===== config.mk =====
export PLATFORM = sky130hd
export DESIGN_NAME = sliding_window_distinct_count
export DESIGN_NICKNAME = d
export VERILOG_FILES = /design/src/design/swdc_pkg.sv /design/src/design/swdc_ring_ram.sv /design/src/design/swdc_count_table.sv /design/src/design/swdc_out_fifo.sv /design/src/design/sliding_window_distinct_count.sv
export SDC_FILE = /design/constraint.sdc
export NUM_CORES = 2
export LEC_CHECK = 0
export ABC_CLOCK_PERIOD_IN_PS = 34100
export CAP_MARGIN = 40
export CORE_ASPECT_RATIO = 0.8
export CORE_MARGIN = 1.5
export CORE_UTILIZATION = 45
export CTS_BUF_LIST = sky130_fd_sc_hd__clkbuf_8
export CTS_CLUSTER_DIAMETER = 100
export CTS_CLUSTER_SIZE = 28
export DETAILED_ROUTE_END_ITERATION = 8
export DONT_BUFFER_PORTS = 1
export SLEW_MARGIN = 5
export SYNTH_ARGS = -nofsm -noshare
export SYNTH_HDL_FRONTEND = slang
export SYNTH_SLANG_ARGS = --single-unit

===== constraint.sdc =====
create_clock -name aclk -period 34.1 [get_ports aclk]
set_input_delay 1.705 -clock aclk [delete_from_list [all_inputs] [get_ports aclk]]
set_output_delay 1.705 -clock aclk [all_outputs]
set_load 0.1 [all_outputs]

===== src/design/swdc_pkg.sv =====
// Shared constants, payload structs and command structs for the distinct counter.
// No dependencies; every design module imports this package.
package swdc_pkg;

    localparam int VALUE_BITS = 8;
    localparam int WINDOW_MAX = 64;

    // Fixed field widths of the two channels and the config register.
    localparam int SAMPLE_W   = 8;
    localparam int DCOUNT_W   = 7;
    localparam int WLEN_W     = 7;
    localparam int WLEN_RESET = 4;

    localparam int VALUE_SPAN = 1 << VALUE_BITS;
    localparam int PTR_W      = $clog2(WINDOW_MAX);
    localparam int FILL_W     = $clog2(WINDOW_MAX + 1);
    localparam int CNT_W      = FILL_W;

    localparam int OUT_DEPTH  = 4;
    localparam int OUT_PTR_W  = $clog2(OUT_DEPTH);
    localparam int OCC_W      = $clog2(OUT_DEPTH + 1);

    typedef logic [VALUE_BITS-1:0] value_t;
    typedef logic [CNT_W-1:0]      cnt_t;

    typedef struct packed {
        logic [SAMPLE_W-1:0] sample_value;
        logic                stream_end;
    } in_item_t;

    typedef struct packed {
        logic [DCOUNT_W-1:0] distinct_count;
        logic                window_full;
    } out_item_t;

    typedef struct packed {
        logic             wr_en;
        logic [PTR_W-1:0] wr_addr;
        value_t           wr_data;
        logic             rd_en;
        logic [PTR_W-1:0] rd_addr;
    } ring_cmd_t;

    typedef struct packed {
        logic   rd_en;
        value_t rd_addr;
        logic   wr_en;
        value_t wr_addr;
        cnt_t   wr_data;
        logic   clear;
    } cnt_cmd_t;

    // Zero acts as one, anything past the ring depth acts as the ring depth.
    function automatic logic [FILL_W-1:0] eff_len(input logic [WLEN_W-1:0] wlen);
        if (wlen == '0) begin
            return FILL_W'(1);
        end
        if (int'(wlen) > WINDOW_MAX) begin
            return FILL_W'(WINDOW_MAX);
        end
        return FILL_W'(wlen);
    endfunction

endpackage


===== src/design/swdc_ring_ram.sv =====
// Sample ring: one write port and one registered read port.
// Depends on swdc_pkg for the ring depth and the command struct.
module swdc_ring_ram (
    input  logic                aclk,
    input  swdc_pkg::ring_cmd_t cmd,
    output swdc_pkg::value_t    rd_data
);
    import swdc_pkg::*;

    value_t mem [WINDOW_MAX];
    value_t rd_data_reg;

    // Read returns the old contents when both ports hit the same slot.
    always_ff @(posedge aclk) begin
        if (cmd.wr_en) begin
            mem[cmd.wr_addr] <= cmd.wr_data;
        end
        if (cmd.rd_en) begin
            rd_data_reg <= mem[cmd.rd_addr];
        end
    end

    assign rd_data = rd_data_reg;

endmodule


===== src/design/swdc_count_table.sv =====
// Per-value occurrence counts: memory with live bits and a one-entry write bypass.
// Depends on swdc_pkg for the value span, count width and command struct.
module swdc_count_table (
    input  logic               aclk,
    input  logic               aresetn,
    input  swdc_pkg::cnt_cmd_t cmd,
    output swdc_pkg::cnt_t     rd_count
);
    import swdc_pkg::*;

    cnt_t                  mem [VALUE_SPAN];
    logic [VALUE_SPAN-1:0] live_reg;
    cnt_t                  rd_data_reg;
    logic                  rd_live_reg;
    value_t                rd_addr_reg;
    logic                  byp_valid_reg;
    value_t                byp_addr_reg;
    cnt_t                  byp_data_reg;

    always_ff @(posedge aclk) begin
        if (cmd.wr_en) begin
            mem[cmd.wr_addr] <= cmd.wr_data;
            byp_addr_reg     <= cmd.wr_addr;
            byp_data_reg     <= cmd.wr_data;
        end
        if (cmd.rd_en) begin
            rd_data_reg <= mem[cmd.rd_addr];
            rd_addr_reg <= cmd.rd_addr;
        end
    end

    // Clear drops every live bit at once; a dead entry reads as zero.
    always_ff @(posedge aclk) begin
        if (!aresetn) begin
            live_reg      <= '0;
            rd_live_reg   <= 1'b0;
            byp_valid_reg <= 1'b0;
        end else if (cmd.clear) begin
            live_reg      <= '0;
            rd_live_reg   <= 1'b0;
            byp_valid_reg <= 1'b0;
        end else begin
            if (cmd.wr_en) begin
                live_reg[cmd.wr_addr] <= 1'b1;
            end
            if (cmd.rd_en) begin
                rd_live_reg <= live_reg[cmd.rd_addr];
            end
            byp_valid_reg <= cmd.wr_en;
        end
    end

    // Forward a write that landed on the same edge as the read.
    assign rd_count = (byp_valid_reg && (byp_addr_reg == rd_addr_reg)) ? byp_data_reg :
                      (rd_live_reg ? rd_data_reg : '0);

endmodule


===== src/design/swdc_out_fifo.sv =====
// Result queue between the count pipeline and the result channel.
// Depends on swdc_pkg for the queue depth and the result struct.
module swdc_out_fifo (
    input  logic                aclk,
    input  logic                aresetn,
    input  logic                push,
    input  swdc_pkg::out_item_t push_data,
    output logic                m_valid,
    input  logic                m_ready,
    output swdc_pkg::out_item_t m_data
);
    import swdc_pkg::*;

    out_item_t            slot_mem [OUT_DEPTH];
    logic [OUT_PTR_W-1:0] wr_ptr_reg, wr_ptr_next;
    logic [OUT_PTR_W-1:0] rd_ptr_reg, rd_ptr_next;
    logic [OCC_W-1:0]     level_reg, level_next;
    logic                 pop;

    assign m_valid = (level_reg != '0);
    assign m_data  = slot_mem[rd_ptr_reg];
    assign pop     = m_valid && m_ready;

    always_comb begin
        wr_ptr_next = push ? wr_ptr_reg + 1'b1 : wr_ptr_reg;
        rd_ptr_next = pop ? rd_ptr_reg + 1'b1 : rd_ptr_reg;
        level_next  = level_reg + OCC_W'(push) - OCC_W'(pop);
    end

    always_ff @(posedge aclk) begin
        if (push) begin
            slot_mem[wr_ptr_reg] <= push_data;
        end
    end

    always_ff @(posedge aclk) begin
        if (!aresetn) begin
            wr_ptr_reg <= '0;
            rd_ptr_reg <= '0;
            level_reg  <= '0;
        end else begin
            wr_ptr_reg <= wr_ptr_next;
            rd_ptr_reg <= rd_ptr_next;
            level_reg  <= level_next;
        end
    end

endmodule


===== src/design/sliding_window_distinct_count.sv =====
// Top level of the sliding window distinct counter: ring, count table, result queue.
// Depends on swdc_pkg, swdc_ring_ram, swdc_count_table and swdc_out_fifo.
//
//   channel   ports                         moves
//   config    cfg_wr_en, cfg_wr_data        window length, write on enable
//   input     s_valid, s_ready, s_data      one sample per transfer
//   result    m_valid, m_ready, m_data      one distinct count per transfer
//
// Eviction and insertion each do a read-modify-write on the single port pair of
// the count table, so s_ready stays low while an item is in p1. A result passes
// the p1, p2 and p3 registers and the result queue before it is valid. Reset, a
// config write and stream end clear the table's live bits at once, with no
// clearing pass. Up to four items may be in flight or queued; s_ready drops when four are.
module sliding_window_distinct_count (
    input  logic                        aclk,
    input  logic                        aresetn,
    input  logic                        cfg_wr_en,
    input  logic [swdc_pkg::WLEN_W-1:0] cfg_wr_data,
    input  logic                        s_valid,
    output logic                        s_ready,
    input  swdc_pkg::in_item_t          s_data,
    output logic                        m_valid,
    input  logic                        m_ready,
    output swdc_pkg::out_item_t         m_data
);
    import swdc_pkg::*;

    typedef struct packed {
        value_t sample;
        logic   evict;
        logic   full;
        logic   last;
    } stage_t;

    logic [FILL_W-1:0]   len_reg;
    logic [PTR_W-1:0]    ptr_reg, ptr_next;
    logic [FILL_W-1:0]   fill_reg, fill_next;
    logic [DCOUNT_W-1:0] distinct_reg, distinct_next;
    logic [OCC_W-1:0]    occ_reg, occ_next;
    logic                p1_valid_reg, p2_valid_reg, p3_valid_reg;
    stage_t              p1_reg, p2_reg, p3_reg;
    value_t              p2_old_reg;

    logic                accept;
    logic                pop;
    logic                evict;
    logic [FILL_W-1:0]   fill_after;
    logic [FILL_W:0]     back;
    logic [PTR_W-1:0]    oldest;
    value_t              sample;
    ring_cmd_t           ring_cmd;
    value_t              ring_rdata;
    cnt_cmd_t            cnt_cmd;
    cnt_t                rd_count;
    logic [DCOUNT_W-1:0] result_count;
    out_item_t           result;

    assign s_ready = !p1_valid_reg && (occ_reg < OCC_W'(OUT_DEPTH));
    assign accept  = s_valid && s_ready;
    assign pop     = m_valid && m_ready;
    assign sample  = value_t'(s_data.sample_value);

    // Window bookkeeping at the input transfer.
    always_comb begin
        evict      = (fill_reg == len_reg);
        fill_after = evict ? fill_reg : fill_reg + 1'b1;
        back       = (FILL_W+1)'(ptr_reg) - (FILL_W+1)'(fill_reg);
        if ((FILL_W+1)'(ptr_reg) < (FILL_W+1)'(fill_reg)) begin
            back = back + (FILL_W+1)'(WINDOW_MAX);
        end
        oldest = back[PTR_W-1:0];

        ptr_next  = ptr_reg;
        fill_next = fill_reg;
        if (accept) begin
            ptr_next  = (ptr_reg == PTR_W'(WINDOW_MAX - 1)) ? '0 : ptr_reg + 1'b1;
            fill_next = fill_after;
            if (s_data.stream_end) begin
                ptr_next  = '0;
                fill_next = '0;
            end
        end
        if (cfg_wr_en) begin
            ptr_next  = '0;
            fill_next = '0;
        end
    end

    always_comb begin
        ring_cmd         = '0;
        ring_cmd.wr_en   = accept;
        ring_cmd.wr_addr = ptr_reg;
        ring_cmd.wr_data = sample;
        ring_cmd.rd_en   = accept && evict;
        ring_cmd.rd_addr = oldest;
    end

    // Count table schedule: stage 1 reads the evicted value, stage 2 writes it
    // back decremented and reads the new value, stage 3 writes the new value.
    always_comb begin
        cnt_cmd = '0;
        if (p1_valid_reg && p1_reg.evict) begin
            cnt_cmd.rd_en   = 1'b1;
            cnt_cmd.rd_addr = ring_rdata;
        end
        if (p2_valid_reg) begin
            cnt_cmd.rd_en   = 1'b1;
            cnt_cmd.rd_addr = p2_reg.sample;
            if (p2_reg.evict && (rd_count != '0)) begin
                cnt_cmd.wr_en   = 1'b1;
                cnt_cmd.wr_addr = p2_old_reg;
                cnt_cmd.wr_data = rd_count - CNT_W'(1);
            end
        end
        if (p3_valid_reg) begin
            cnt_cmd.wr_en   = 1'b1;
            cnt_cmd.wr_addr = p3_reg.sample;
            cnt_cmd.wr_data = rd_count + CNT_W'(1);
        end
        cnt_cmd.clear = cfg_wr_en || (p3_valid_reg && p3_reg.last);
    end

    always_comb begin
        result_count  = distinct_reg + DCOUNT_W'(rd_count == '0);
        distinct_next = distinct_reg;
        if (p2_valid_reg && p2_reg.evict && (rd_count == CNT_W'(1))
                && (distinct_reg != '0)) begin
            distinct_next = distinct_reg - 1'b1;
        end
        if (p3_valid_reg) begin
            distinct_next = p3_reg.last ? '0 : result_count;
        end
        if (cfg_wr_en) begin
            distinct_next = '0;
        end
        occ_next = occ_reg + OCC_W'(accept) - OCC_W'(pop);

        result.distinct_count = result_count;
        result.window_full    = p3_reg.full;
    end

    always_ff @(posedge aclk) begin
        if (accept) begin
            p1_reg.sample <= sample;
            p1_reg.evict  <= evict;
            p1_reg.full   <= (fill_after == len_reg);
            p1_reg.last   <= s_data.stream_end;
        end
        p2_reg     <= p1_reg;
        p2_old_reg <= ring_rdata;
        p3_reg     <= p2_reg;
    end

    always_ff @(posedge aclk) begin
        if (!aresetn) begin
            len_reg      <= eff_len(WLEN_W'(WLEN_RESET));
            ptr_reg      <= '0;
            fill_reg     <= '0;
            distinct_reg <= '0;
            occ_reg      <= '0;
            p1_valid_reg <= 1'b0;
            p2_valid_reg <= 1'b0;
            p3_valid_reg <= 1'b0;
        end else begin
            if (cfg_wr_en) begin
                len_reg <= eff_len(cfg_wr_data);
            end
            ptr_reg      <= ptr_next;
            fill_reg     <= fill_next;
            distinct_reg <= distinct_next;
            occ_reg      <= occ_next;
            p1_valid_reg <= accept;
            p2_valid_reg <= p1_valid_reg;
            p3_valid_reg <= p2_valid_reg;
        end
    end

    swdc_ring_ram u_ring (
        .aclk    (aclk),
        .cmd     (ring_cmd),
        .rd_data (ring_rdata)
    );

    swdc_count_table u_counts (
        .aclk     (aclk),
        .aresetn  (aresetn),
        .cmd      (cnt_cmd),
        .rd_count (rd_count)
    );

    swdc_out_fifo u_out (
        .aclk      (aclk),
        .aresetn   (aresetn),
        .push      (p3_valid_reg),
        .push_data (result),
        .m_valid   (m_valid),
        .m_ready   (m_ready),
        .m_data    (m_data)
    );

endmodule


==> results.md <==
- The clock reaches the later pin of the worst-skew pair after 0.99 ns.
- Once layout is complete, the utilization of the core stands at 48.04%.
- For this run, the leading register cell type out of synthesis is edfxtp_1.
- Entering global routing, the biggest net connects 200 pins.
- The initial utilization of the core area, before any placement, comes to 45.39%.
- The number of vias in the routed layout is 65199.
- The area of the die is 240300 sq um.
- The final-report max-slew violation count is 0.
- The worst endpoint required time is 34.89 ns.
- The Yosys step of the flow raised 0 warnings.
- The arrival time at the worst endpoint is 6.83 ns.
- The number of enable-type register cells in the synthesized netlist is 2385.
- Yosys attributes the largest share of cell area to edfxtp_1, dfxtp_1, nand2_1.
- At the pin with the least slew margin, the transition time is 1.497 ns.
- The netlist uses 73 different library cells.
- The overall overflow remaining after global route is 0.
- The final worst slack is 28.06 ns.
- The synthesized netlist occupies a cell area of 106800 sq um.
- Setup repair after global routing left no endpoint under its margin.
- The root cell of the clock tree is clkbuf_8.
- OpenSTA, run right after detailed placement, puts the worst setup slack at 28.24 ns.
- The maximum number of buffers from clock root to sink is 3.
- The clock skew after layout is 0.06151 ns.
- The overall fraction of global-route tracks in use is 24.60%.
- Across all hold checks on the routed design, the worst slack comes to 0.3463 ns.
- The analysis attributes to cell leakage a power of 37.69 nW.
- The hold buffer count at cts is 0.
- In this run the count of I/O pins placed on the die edge is 31.
- The clock net in this run drives a total of 2714 sinks.
- The post-cts resize count is 0.
- After detailed placement, the design holds a cell count of 10372.
- The commonest cells after synthesis are edfxtp_1, nand2_1, nand3_1, nor2_1, dfxtp_1.
- After detailed routing, the average wire length per cell comes to 28.49 microns.
- The floorplan step set the die height to 438.8 microns.
- The initial antenna violation count is 17.
- The wire length after detailed routing is 301600 microns.
- The standard cell core area is 235300 sq um.
- The relative area change from synthesis to final layout is 5.848%.
- The leading cell type by number of instances after synthesis is edfxtp_1.
- Once the clock tree was built, the setup fixing pass inserted 0 buffers.
- The worst pin sits at a relative slew slack of 0.2004%.
- The run finished with clean final reports.
- The final-stage net count is 7397.
- The post-detailed-route via-to-cell ratio is 6.158.
- The first global-routing pass estimated 435400 microns of wire.
- In this run the mean area of a mapped cell was 14.21 sq um.
- The final weighted congestion in routability-driven placement is 0.8847.
- In this run the worst path has a maximum fanout of 154.
- The share of post-route cells with drive strength above 1 is 8.035%.
- Based on the critical path, the design can be clocked at up to 0.1655 GHz.
- The proportion of synthesized chip area in sequential cells is 73.22%.
- Registers take 78210 sq um.
- After floorplanning, the core was divided into 159 placement rows.
- The worst-case IR drop observed on VDD is 0.00003502 V.
- The flip-flop count of the largest register, all copies and words added is 1792.
- The number of remaining DRC errors is 0.
- The finished layout holds 10587 standard cells, fillers aside.
- Of the available clock period, the critical path in the final layout requires 17.72%.
- Synthesis handed over a netlist of 7518 instances.
- The number of nets handed over by synthesis was 7564.
- STA classifies the critical path startpoint as a flip-flop.
- The HPWL after detailed placement is 182000 microns.
- The power density normalized to cell area is 47.89 nW/um^2.
- The proportion of synthesized flip-flops having asynchronous set or reset is 0%.
- The max-cap check violation count is 0.
- The worst setup path is of the reg -> reg kind.
- After layout, the minimum clock period comes to 6.041 ns.
- Summed over its instances, the top area cell type makes up 67.05% of the synthesized netlist area.
- The level count of the clock H-tree is 3.
- The footprint of the multi-input gates is 26660 sq um.
- The horizontal die dimension is 547.7 microns.
- The count of nets left with antenna violations once routing finished came out at 0.
- In this run, synthesis produced a sequential element count of 2714.
- Setup violations remaining at the end of the flow were counted as 0.
- The detailed-router iteration count before antenna repair is 6.
- During placement, the flow inserted port buffers numbering 0.
- The number of fill cells is 20225.
- Of all cell types, the one taking the most synthesized area is edfxtp_1.
- The number of global-route vias before repair came to 60791.
- The violation count after the first detailed-routing iteration is 9406.
- After routing, the total negative slack on setup checks comes to 0 ns.
- The total clock buffers created by CTS is 107.
- The worst min-delay path class is reg -> reg.
- The clock tree from TritonCTS is done.
- The clock-pin slew on the worst setup and hold paths is 0.17 ns.
- The sort of element at the end of the critical path is a flip-flop.
- The final-report hold violation count is 0.
[stage by stage]
| step | power [mW] | instance area (sq um) |
|---|---|---|
| after detailed placement | 4.205 | 111000 |
| after global placement | 4.191 | 110100 |
| after floorplan | 4.010 | 106800 |
| after CTS | 5.424 | 112900 |
| after global routing | 5.560 | 113000 |
| final | 5.414 | 113100 |
[where the power goes]
| group | leakage (nW) | internal [mW] | switching (mW) |
|---|---|---|---|
| Clock | 1.27 | 0.306 | 0.970 |
| Combinational | 8.63 | 0.148 | 0.375 |
| Sequential | 27.8 | 3.60 | 0.0175 |
[layout make-up]
type	instances	area share, %
Timing Repair Buffer	230	1.912
Multi-Input combinational cell	4254	23.58
Inverter	44	0.1682
Antenna cell	6	0.01328
Clock buffer	108	1.315
Sequential cell	2714	69.17
Clock inverter	92	0.3685
Tap cell	3139	3.474
[critical path, cell delays in order, from the launching register on]
cell,delay [ns]
dfxtp_1,0.87
and2_1,0.33
nor2_4,0.19
inv_16,0.24
buf_16,0.42
buf_4,0.79
buf_4,0.78
a211oi_1,0.29
a31oi_1,0.25
o22ai_1,0.15
a211oi_1,0.50
a21oi_1,0.29
nor4_1,0.35
[worst paths after layout]
path | from | to | slack [ns] | cells after the start
setup / recovery | p2_valid_reg$_SDFF_PN0_ | u_counts.rd_data_reg[2]$_DFFE_PP_ | 28.06 | 12
hold / removal | p2_reg[0]$_DFF_P_ | p3_reg[0]$_DFF_P_ | 0.35 | 0
setup reg to reg | p2_valid_reg$_SDFF_PN0_ | u_counts.rd_data_reg[2]$_DFFE_PP_ | 28.06 | 12
hold reg to reg | p2_reg[0]$_DFF_P_ | p3_reg[0]$_DFF_P_ | 0.35 | 0
[metal layers]
metal	part of all wire, %	GRT usage [%]	routed length (microns)
met2	43	35.77	130700
met5	0.011	0	33
met1	44	37.77	131700
met3	10	4.731	31070
met4	2.7	6.393	8167
[logic make-up (layout without fill, tap and decap cells)]
group,Yosys count,in the layout,share of synthesized area [%]
AO/OA/AOI/OAI,1099,1099,7.504
flip-flops,2714,2714,73.22
buffers and inverters,550,474,2.094
AND/OR/NAND/NOR,2760,2760,11.29
XOR/XNOR,55,55,0.4510
multiplexers,315,315,5.133
other,0,6,0
adder cells (fa/ha/maj),25,25,0.3139
[cells in the final DEF (no fill, tap or decap), types with 25 or more instances in the layout]
master,synthesis,routed
o21ai_0,78,75
o21a_1,240,240
xnor2_1,36,34
o22ai_1,30,29
buf_4,0,188
inv_1,40,122
mux2i_1,127,127
nand2_1,1493,1489
dfxtp_1,329,329
a311oi_1,134,134
a32oi_1,106,106
mux4_2,186,186
and3_1,181,181
a31oi_1,152,152
and2_1,26,25
edfxtp_1,2385,2385
nor3_1,40,40
nand4_1,132,132
a21oi_1,87,86
nor2_1,385,369
clkbuf_8,0,108
a211oi_1,202,201
nand3_1,422,420
Note: power is estimated with default switching activity, not from simulation.
